$ cat src/ept_page_walker_assert.svh
// ----------------------------------------------------------------------------
// ept_page_walker assertion macros
// Concurrent assertion wrappers; NO_ASSERTIONS compiles them away.
// ----------------------------------------------------------------------------
`ifndef EPT_PAGE_WALKER_ASSERT_SVH
`define EPT_PAGE_WALKER_ASSERT_SVH

`ifndef NO_ASSERTIONS

`define EPW_ASSERT_IMPLIES(label, clk, rst, ante, cons) \
   label: assert property (@(posedge clk) disable iff (rst) (ante) |-> (cons)) \
      else $error("assertion failed: label");

`define EPW_ASSERT_NEXT(label, clk, rst, ante, cons) \
   label: assert property (@(posedge clk) disable iff (rst) (ante) |=> (cons)) \
      else $error("assertion failed: label");

`else

`define EPW_ASSERT_IMPLIES(label, clk, rst, ante, cons)

`define EPW_ASSERT_NEXT(label, clk, rst, ante, cons)

`endif

`endif

$ cat src/epw_pkg.sv
// ----------------------------------------------------------------------------
// epw_pkg
// Types and constants of the EPT page walker.
// ----------------------------------------------------------------------------
`timescale 1ns / 1ps
`default_nettype none

package epw_pkg;

   localparam int HOST_PA_BITS = 52;
   localparam int ADDR_W       = 52;
   localparam int GADDR_W      = 48;
   localparam int ENTRY_W      = 64;
   localparam int ROOT_W       = 40;

   localparam logic [ADDR_W-1:0] ADDR_MASK  =
      ADDR_W'((65'd1 << HOST_PA_BITS) - 65'd1);
   localparam logic [ADDR_W-1:0] FRAME_MASK =
      ADDR_MASK & ~{{(ADDR_W-12){1'b0}}, 12'hfff};
   localparam logic [ADDR_W-1:0] BIG_MASK   =
      ADDR_MASK & ~{{(ADDR_W-21){1'b0}}, 21'h1fffff};

   localparam int LARGE_BIT = 7;

   typedef enum logic {
      FUNC_TRANSLATE = 1'b0,
      FUNC_ENTRY     = 1'b1
   } func_type;

   typedef enum logic {
      KIND_READ = 1'b0,
      KIND_DONE = 1'b1
   } kind_type;

   typedef enum logic [2:0] {
      LVL_IDLE = 3'd0,
      LVL_1    = 3'd1,
      LVL_2    = 3'd2,
      LVL_3    = 3'd3,
      LVL_4    = 3'd4
   } level_type;

   typedef struct packed {
      func_type             func;
      logic [GADDR_W-1:0]   guest_addr;
      logic [ENTRY_W-1:0]   entry_data;
   } req_type;

   typedef struct packed {
      kind_type             kind;
      logic [ADDR_W-1:0]    entry_addr;
      logic [ADDR_W-1:0]    host_addr;
   } rsp_type;

endpackage

`default_nettype wire

$ cat src/ept_page_walker.sv
// ----------------------------------------------------------------------------
// ept_page_walker
// Four-level extended page table walk, guest-physical to host-physical.
// ----------------------------------------------------------------------------
// A translate beat starts a walk and yields a read request for the level-4
// entry; each returned entry beat yields the next request or the finished
// host address (2 MB page at the directory level when bit 7 is set). Every
// accepted beat is handled by the walk state register and the result register,
// so one beat per cycle is taken while the result side keeps up; a held
// result blocks input only if it is not taken that cycle.
// Translate beats during a walk and entry beats while idle are dropped.
// The root frame is sampled when a walk starts.
`timescale 1ns / 1ps
`default_nettype none

`include "ept_page_walker_assert.svh"

module ept_page_walker
   import epw_pkg::*;
(
   input  wire logic              clock,
   input  wire logic              reset,
   input  wire logic              csr_valid,
   output      logic              csr_ready,
   input  wire logic [ROOT_W-1:0] csr_data,
   input  wire logic              req_valid,
   output      logic              req_ready,
   input  wire req_type           req_data,
   output      logic              rsp_valid,
   input  wire logic              rsp_ready,
   output      rsp_type           rsp_data
);

   level_type           state_ff, state_in;
   logic [GADDR_W-1:0]  saved_ga_ff, saved_ga_in;
   logic [ROOT_W-1:0]   root_ff, root_in;
   rsp_type             rsp_ff, rsp_in;
   logic                rsp_valid_ff, rsp_valid_in;
   logic                accept;
   logic                emit;
   logic [ADDR_W-1:0]   ent_frame;
   logic [ADDR_W-1:0]   ent_big;
   logic [ADDR_W-1:0]   root_base;
   logic [8:0]          next_idx;

   assign csr_ready = 1'b1;
   assign req_ready = !rsp_valid_ff || rsp_ready;
   assign accept    = req_valid && req_ready;
   assign rsp_valid = rsp_valid_ff;
   assign rsp_data  = rsp_ff;

   assign root_in   = (csr_valid && csr_ready) ? csr_data : root_ff;
   assign root_base = {root_ff, 12'h000} & FRAME_MASK;
   assign ent_frame = req_data.entry_data[ADDR_W-1:0] & FRAME_MASK;
   assign ent_big   = req_data.entry_data[ADDR_W-1:0] & BIG_MASK;

   always_ff @(posedge clock) begin
      if (reset) begin
         state_ff     <= LVL_IDLE;
         saved_ga_ff  <= '0;
         root_ff      <= '0;
         rsp_valid_ff <= 1'b0;
      end else begin
         state_ff     <= state_in;
         saved_ga_ff  <= saved_ga_in;
         root_ff      <= root_in;
         rsp_valid_ff <= rsp_valid_in;
      end
   end

   always_ff @(posedge clock) begin
      rsp_ff <= rsp_in;
   end

   always_comb begin
      state_in    = state_ff;
      saved_ga_in = saved_ga_ff;
      rsp_in      = rsp_ff;
      emit        = 1'b0;
      next_idx    = '0;
      if (accept) begin
         case (state_ff)
            LVL_IDLE: begin
               if (req_data.func == FUNC_TRANSLATE) begin
                  saved_ga_in       = req_data.guest_addr;
                  state_in          = LVL_4;
                  emit              = 1'b1;
                  rsp_in.kind       = KIND_READ;
                  rsp_in.entry_addr = root_base |
                     {{(ADDR_W-12){1'b0}}, req_data.guest_addr[47:39], 3'b000};
                  rsp_in.host_addr  = '0;
               end
            end
            LVL_4, LVL_3, LVL_2, LVL_1: begin
               if (req_data.func == FUNC_ENTRY) begin
                  emit = 1'b1;
                  if (state_ff == LVL_2 && req_data.entry_data[LARGE_BIT]) begin
                     state_in          = LVL_IDLE;
                     rsp_in.kind       = KIND_DONE;
                     rsp_in.entry_addr = '0;
                     rsp_in.host_addr  = ent_big |
                        {{(ADDR_W-21){1'b0}}, saved_ga_ff[20:0]};
                  end else if (state_ff == LVL_1) begin
                     state_in          = LVL_IDLE;
                     rsp_in.kind       = KIND_DONE;
                     rsp_in.entry_addr = '0;
                     rsp_in.host_addr  = ent_frame |
                        {{(ADDR_W-12){1'b0}}, saved_ga_ff[11:0]};
                  end else begin
                     case (state_ff)
                        LVL_4: begin
                           state_in = LVL_3;
                           next_idx = saved_ga_ff[38:30];
                        end
                        LVL_3: begin
                           state_in = LVL_2;
                           next_idx = saved_ga_ff[29:21];
                        end
                        default: begin
                           state_in = LVL_1;
                           next_idx = saved_ga_ff[20:12];
                        end
                     endcase
                     rsp_in.kind       = KIND_READ;
                     rsp_in.entry_addr = ent_frame |
                        {{(ADDR_W-12){1'b0}}, next_idx, 3'b000};
                     rsp_in.host_addr  = '0;
                  end
               end
            end
            default: begin
               state_in = LVL_IDLE;
            end
         endcase
      end
      rsp_valid_in = emit || (rsp_valid_ff && !rsp_ready);
   end

   `EPW_ASSERT_NEXT(a_start_req, clock, reset, accept && state_ff == LVL_IDLE && req_data.func == FUNC_TRANSLATE, rsp_valid_ff && rsp_ff.kind == KIND_READ && state_ff == LVL_4)
   `EPW_ASSERT_IMPLIES(a_done_idle, clock, reset, emit && rsp_in.kind == KIND_DONE, state_in == LVL_IDLE)
   `EPW_ASSERT_IMPLIES(a_req_align, clock, reset, rsp_valid_ff && rsp_ff.kind == KIND_READ, rsp_ff.entry_addr[2:0] == 3'b000 && rsp_ff.host_addr == '0)
   `EPW_ASSERT_NEXT(a_busy_hold, clock, reset, accept && state_ff != LVL_IDLE && req_data.func == FUNC_TRANSLATE, saved_ga_ff == $past(saved_ga_ff))

endmodule

`default_nettype wire
$ cat config.mk
export PLATFORM = sky130hd
export DESIGN_NAME = ept_page_walker
export DESIGN_NICKNAME = d
export VERILOG_FILES = /design/src/epw_pkg.sv /design/src/ept_page_walker.sv
export VERILOG_INCLUDE_DIRS = /design/src /design/src/src
export SDC_FILE = /design/constraint.sdc
export NUM_CORES = 1
export LEC_CHECK = 0
export BUFFER_PORTS_ARGS = -buffer_cell sky130_fd_sc_hd__clkbuf_2
export CAP_MARGIN = 20
export CORE_ASPECT_RATIO = 0.5
export CORE_UTILIZATION = 36
export DETAILED_ROUTE_END_ITERATION = 10
export GPL_TIMING_DRIVEN = 1
export PLACE_DENSITY = 0.6
export SLEW_MARGIN = 5
export SYNTH_ARGS = -nofsm -noshare
export SYNTH_HDL_FRONTEND = slang
export SYNTH_SLANG_ARGS = --single-unit
$ cat constraint.sdc
create_clock -name clock -period 16.6 [get_ports clock]
set_input_delay 0.83 -clock clock [delete_from_list [all_inputs] [get_ports clock]]
set_output_delay 0.83 -clock clock [all_outputs]
set_load 0.01 [all_outputs]
# == Word-level counts from Yosys, hierarchy flattened ==
# Cells that the tools add are included.
# totals
regBits,188
latch_bits,0
ramBits,0
mem_bits_ro,0
inputBits,158
output_inout_bits,108
elab_cells,52
mem_count,0
# classes
add_sub_neg,0
n_mul,0
n_div,0
order_cmp,0
n_eq_ne,6
shifts,0
muxes,21
bitwise_logic,5
n_reduce_logical,13
# ops
operator,count
105-bit 2-to-1 mux,4
105-bit case mux with 2 select lines,1
52-bit by 12-bit bitwise OR with 52-bit output,3
52-bit by 21-bit bitwise OR with 52-bit output,1
9-bit 2-to-1 mux,5
9-bit case mux with 2 select lines,1
3-bit by 2-bit == test with 1-bit output (second input constant),2
3-bit 2-to-1 mux,2
3-bit case mux with 2 select lines,1
3-bit AND reduction,2
2-bit 2-to-1 mux,2
2-bit != test (second input constant),2
2-bit case mux with 2 select lines,1
4-bit AND reduction,1
4-bit OR reduction,1
3-bit by 1-bit == test with 1-bit output (second input constant),1
3-bit == test (second input constant),1
1-bit logical AND,3
3-bit zero test,1
1-bit 2-to-1 mux,3
1-bit zero test,2
1-bit logical OR,2
1-bit case mux with 2 select lines,1
2-bit nonzero test,1
1-bit inverter,1

# == Longest topological paths before layout ==
# depth
word_depth,12
mapped_depth,7
mapped_depth_nobuf,4

# == Least setup slack after synthesis ==
# No wires, ideal clock.
# synth_path
path_type,input-to-reg
start,input req_data[112] (netlist bit)
end,register rsp_ff (netlist bit rsp_data[0]) (enable)
setup_time_ps,565
arrival_ps,5666
required_ps,16035
path_slack_ps,10369
path_stages,4
n_path_buf,0
cell_sequence,or3_1 -> a21oi_2 -> nor2_1 -> nor2_1
# synth_via
elab_chain_len,2
elab_cells_between_ends,3
cone_classes,2 x eq/ne; 1 x reduce/logical
# synth_lines
element,line_no,text
"start, declared",ept_page_walker.sv:28,"input wire req_type req_data,"
2-bit != test (no line),n/a,
4-bit AND reduction (no line) *,n/a,
"end signal, assigned",ept_page_walker.sv:72,rsp_ff <= rsp_in;
"end, declared",ept_page_walker.sv:37,"rsp_type rsp_ff, rsp_in;"
# Mark *: on every way between the ends. The rest lies on a longest branch, timed or not.
# A chain may end at the register's enable or synchronous reset.

# == Final worst setup path ==
# layout_path
start,register state_ff[1]
end,register rsp_ff (netlist bit rsp_data[1]) (data pin)
# layout_via
elab_chain_len,5
elab_cells_between_ends,11
cone_classes,4 x eq/ne; 4 x mux; 3 x reduce/logical
# layout_lines
element,line_no,text
"start, declared",ept_page_walker.sv:34,"level_type state_ff, state_in;"
"start signal, assigned",ept_page_walker.sv:64,state_ff <= state_in;
3-bit by 1-bit == test with 1-bit output / 3-bit by 2-bit == test with 1-bit output (equally long branches),"ept_page_walker.sv:82, ept_page_walker.sv:103, ept_page_walker.sv:97",
105-bit 2-to-1 mux / 1-bit logical AND (equally long branches),"ept_page_walker.sv:103, ept_page_walker.sv:97",
105-bit 2-to-1 mux,ept_page_walker.sv:97,if (state_ff == LVL_2 && req_data.entry_data[LARGE_BIT]) begin
105-bit 2-to-1 mux,ept_page_walker.sv:95,if (req_data.func == FUNC_ENTRY) begin
105-bit case mux with 2 select lines *,ept_page_walker.sv:82,case (state_ff)
# Mark *: on every way between the ends. The rest lies on a longest branch, timed or not. The select of a mux whose other input is x is not followed.

==> impl_metrics.env <==
export IMPL_outcome="finished, violations left"
export IMPL_violations="DRC"
export IMPL_tightestPinTransition_ns=1.01
export IMPL_htree_num_levels=4
export IMPL_synth_edf_count=102
export IMPL_ys_ff_latch=185
export IMPL_holdCritPathClass="reg -> reg"
export IMPL_synthAdderAreaFrac=0
export IMPL_p_seq_frac=0.486
export IMPL_drtAntennaViolNets=0
export IMPL_grt_use_total=0.184
export IMPL_cts_buffers=17
export IMPL_ys_flop_type="edfxtp_1"
export IMPL_drive_gt1_frac=0.297
export IMPL_rows=37
export IMPL_synth_compound_area_frac=0.0729
export IMPL_die_x_um=207
export IMPL_drc=11
export IMPL_p_clk_frac=0.403
export IMPL_synthMuxAreaShare=0.0558
export IMPL_rsz0062_at_grt="no"
export IMPL_period_share=0.173
export IMPL_combPwrFrac=0.111
export IMPL_initial_utilization=0.367
export IMPL_path_class="reg -> reg"
export IMPL_drv_slew=0
export IMPL_mostFrequentLayoutCell="clkbuf_2"
export IMPL_area_growth_syn_to_layout_pct=26.7
export IMPL_cts_resized=0
export IMPL_io_buffers=238
export IMPL_setup_tns_ns=0
export IMPL_fin_skew_ns=0.0108
export IMPL_syn_cell_area_um2=7550
export IMPL_synth_top_family_by_area="simple AND/OR/NAND/NOR gates"
export IMPL_hold_viol_final=0
export IMPL_yosys_area_share_simple=0.200
export IMPL_cp_max_fo=50
export IMPL_drt_iter0_drc=343
export IMPL_synth_cell_types=38
export IMPL_insertion_delay_ns=0.43
export IMPL_grt_pass1_wl_mm=30.3
export IMPL_cp_startpoint="state_ff[1]"
export IMPL_switching_share=0.241
export IMPL_final_nets=1114
export IMPL_min_period_ns=2.87
export IMPL_multi_input_area_um2=2560
export IMPL_antenna_found_initial=0
export IMPL_max_cap_violations=0
export IMPL_power_density_nw_per_um2=113
export IMPL_regArea_um2=4720
export IMPL_postSynth_asyncResetShare=0
export IMPL_cts_tree="yes"
export IMPL_ir_drop_mv=0.0556
export IMPL_cts_root_buf="clkbuf_16"
export IMPL_intPower_w=0.000822
export IMPL_die_area_um2=21600
export IMPL_drt_first_pass_iters=7
export IMPL_wl_mm=19.5
export IMPL_die_height_um=104
export IMPL_wl_per_cell_um=15.7
export IMPL_finalSetupViolations=0
export IMPL_grt_overflow=0
export IMPL_vias=5897
export IMPL_cp_data_arrival_time_ns=3.04
export IMPL_yosysSeqAreaShare=0.626
export IMPL_place_gp_congestion=0.816
export IMPL_hold_buffers=0
export IMPL_r2r_start="state_ff[1]"
export IMPL_clkSlewWorstSetupHoldPaths_ns=0.07
export IMPL_ios=266
export IMPL_relSlewSlack=0.323
export IMPL_cts_setup_buffers=0
export IMPL_core_area_um2=20600
export IMPL_netlist_instances=741
export IMPL_cp_required_ns=16.77
export IMPL_dp_slack_ns=13.76
export IMPL_worst_setup_path_end_kind="register"
export IMPL_p_sw_w=0.000261
export IMPL_ys_warn_count=0
export IMPL_dpl_hpwl_mm=13.1
export IMPL_min_from="saved_ga_ff[1]"
export IMPL_grt_max_degree=85
export IMPL_syn_avg_cell_area_um2=10.2
export IMPL_fillCellCount=1986
export IMPL_final_cell_mix="clkbuf_2, nand2_1, edfxtp_1"
export IMPL_synth_xor_area_frac=0.00331
export IMPL_grt_pass1_vias=5660
export IMPL_leakagePower_nw=4.21
export IMPL_n_antenna_cell=0
export IMPL_clock_fmax_ghz=0.348
export IMPL_clkSinkCount=185
export IMPL_cp_start_kind="register"
export IMPL_viasPerCell=4.75
export IMPL_clockBufferDepth=2
export IMPL_fin_ws_ns=13.73
-- area by class of cell --
| type | count | area share |
|---|---|---|
| Clock buffer | 21 | 0.0481 |
| Clock inverter | 11 | 0.0176 |
| Inverter | 13 | 0.00510 |
| Multi-Input combinational cell | 491 | 0.267 |
| Sequential cell | 185 | 0.494 |
| Tap cell | 273 | 0.0357 |
| Timing Repair Buffer | 248 | 0.132 |
-- metrics by stage --
stage / instances / instance area (µm²) / total power (W) / util / hold slack (ns)
after CTS: 1242 / 9570 / 0.00110 / 0.466 / 0.454
after detailed placement: 1210 / 8940 / 0.000659 / 0.435 / 0.443
final: 1242 / 9570 / 0.00108 / 0.466 / 0.449
after global placement: 1210 / 8940 / 0.000656 / 0.435 / 0.439
after floorplan: 743 / 7560 / 0.000608 / - / 0.431
after global routing: 1242 / 9570 / 0.00113 / 0.466 / 0.470
-- flip-flops by register name, indices dropped and copies added (netlist names) --
| register | cells |
|---|---|
| root_ff | 40 |
| saved_ga_ff | 39 |
| rsp_data | 102 |
| rsp_valid | 1 |
| state_ff | 3 |
-- critical path: stages (launching register included) --
cell and delay, ns:
dfxtp_1 0.99, nand2b_1 0.20, a21o_2 0.12, buf_4 0.48, inv_2 0.45, and2_1 0.31
-- power by group through the flow --
stage / registers (W) / logic (W) / clock network [W]
floorplan: 0.000546 / 0.0000614 / 0
global placement: 0.000536 / 0.000119 / 0
detailed placement: 0.000537 / 0.000121 / 0
CTS: 0.000527 / 0.000122 / 0.000446
global route: 0.000530 / 0.000134 / 0.000463
finish: 0.000527 / 0.000120 / 0.000437
-- routing by layer --
layer	part of all wire	GRT usage	vias up
met5	0	0	-
met4	0.016	0.0579	0
met3	0.046	0.0451	26
met2	0.49	0.303	143
met1	0.45	0.236	2799
li1	-	-	2929
-- cell families after synthesis --
| kind of cell | after synthesis |
|---|---|
| muxes | 42 |
| xor gates and xnor gates | 2 |
| other | 2 |
| DFF | 185 |
| AOI/OAI and AO/OA | 104 |
| buffers and inverters | 67 |
| and+or+nand+nor | 339 |
-- Yosys cell counts (2+ instances only) --
cell / count / share of area
a21o_1: 2 / 0.0020
a21oi_1: 62 / 0.041
a31oi_1: 8 / 0.0066
and2_1: 43 / 0.036
and3_1: 3 / 0.0025
buf_1: 4 / 0.0020
buf_2: 24 / 0.016
buf_4: 6 / 0.0060
clkbuf_1: 18 / 0.0089
conb_1: 2 / 0.00099
dfxtp_1: 83 / 0.22
edfxtp_1: 102 / 0.41
inv_1: 12 / 0.0060
mux2i_1: 41 / 0.054
nand2_1: 185 / 0.092
nand2b_1: 13 / 0.011
nand3_1: 43 / 0.029
nor2_1: 44 / 0.022
o21ai_0: 27 / 0.018
-- worst paths after layout --
path	endpoint	slack, ns	depth (start not counted)
hold / removal	saved_ga_ff[1]	0.45	2
hold reg to reg	saved_ga_ff[1]	0.45	2
setup / recovery	rsp_data[1]	13.73	5
setup reg to reg	rsp_data[1]	13.73	5
No activity file was read; power rests on OpenSTA's default activity.
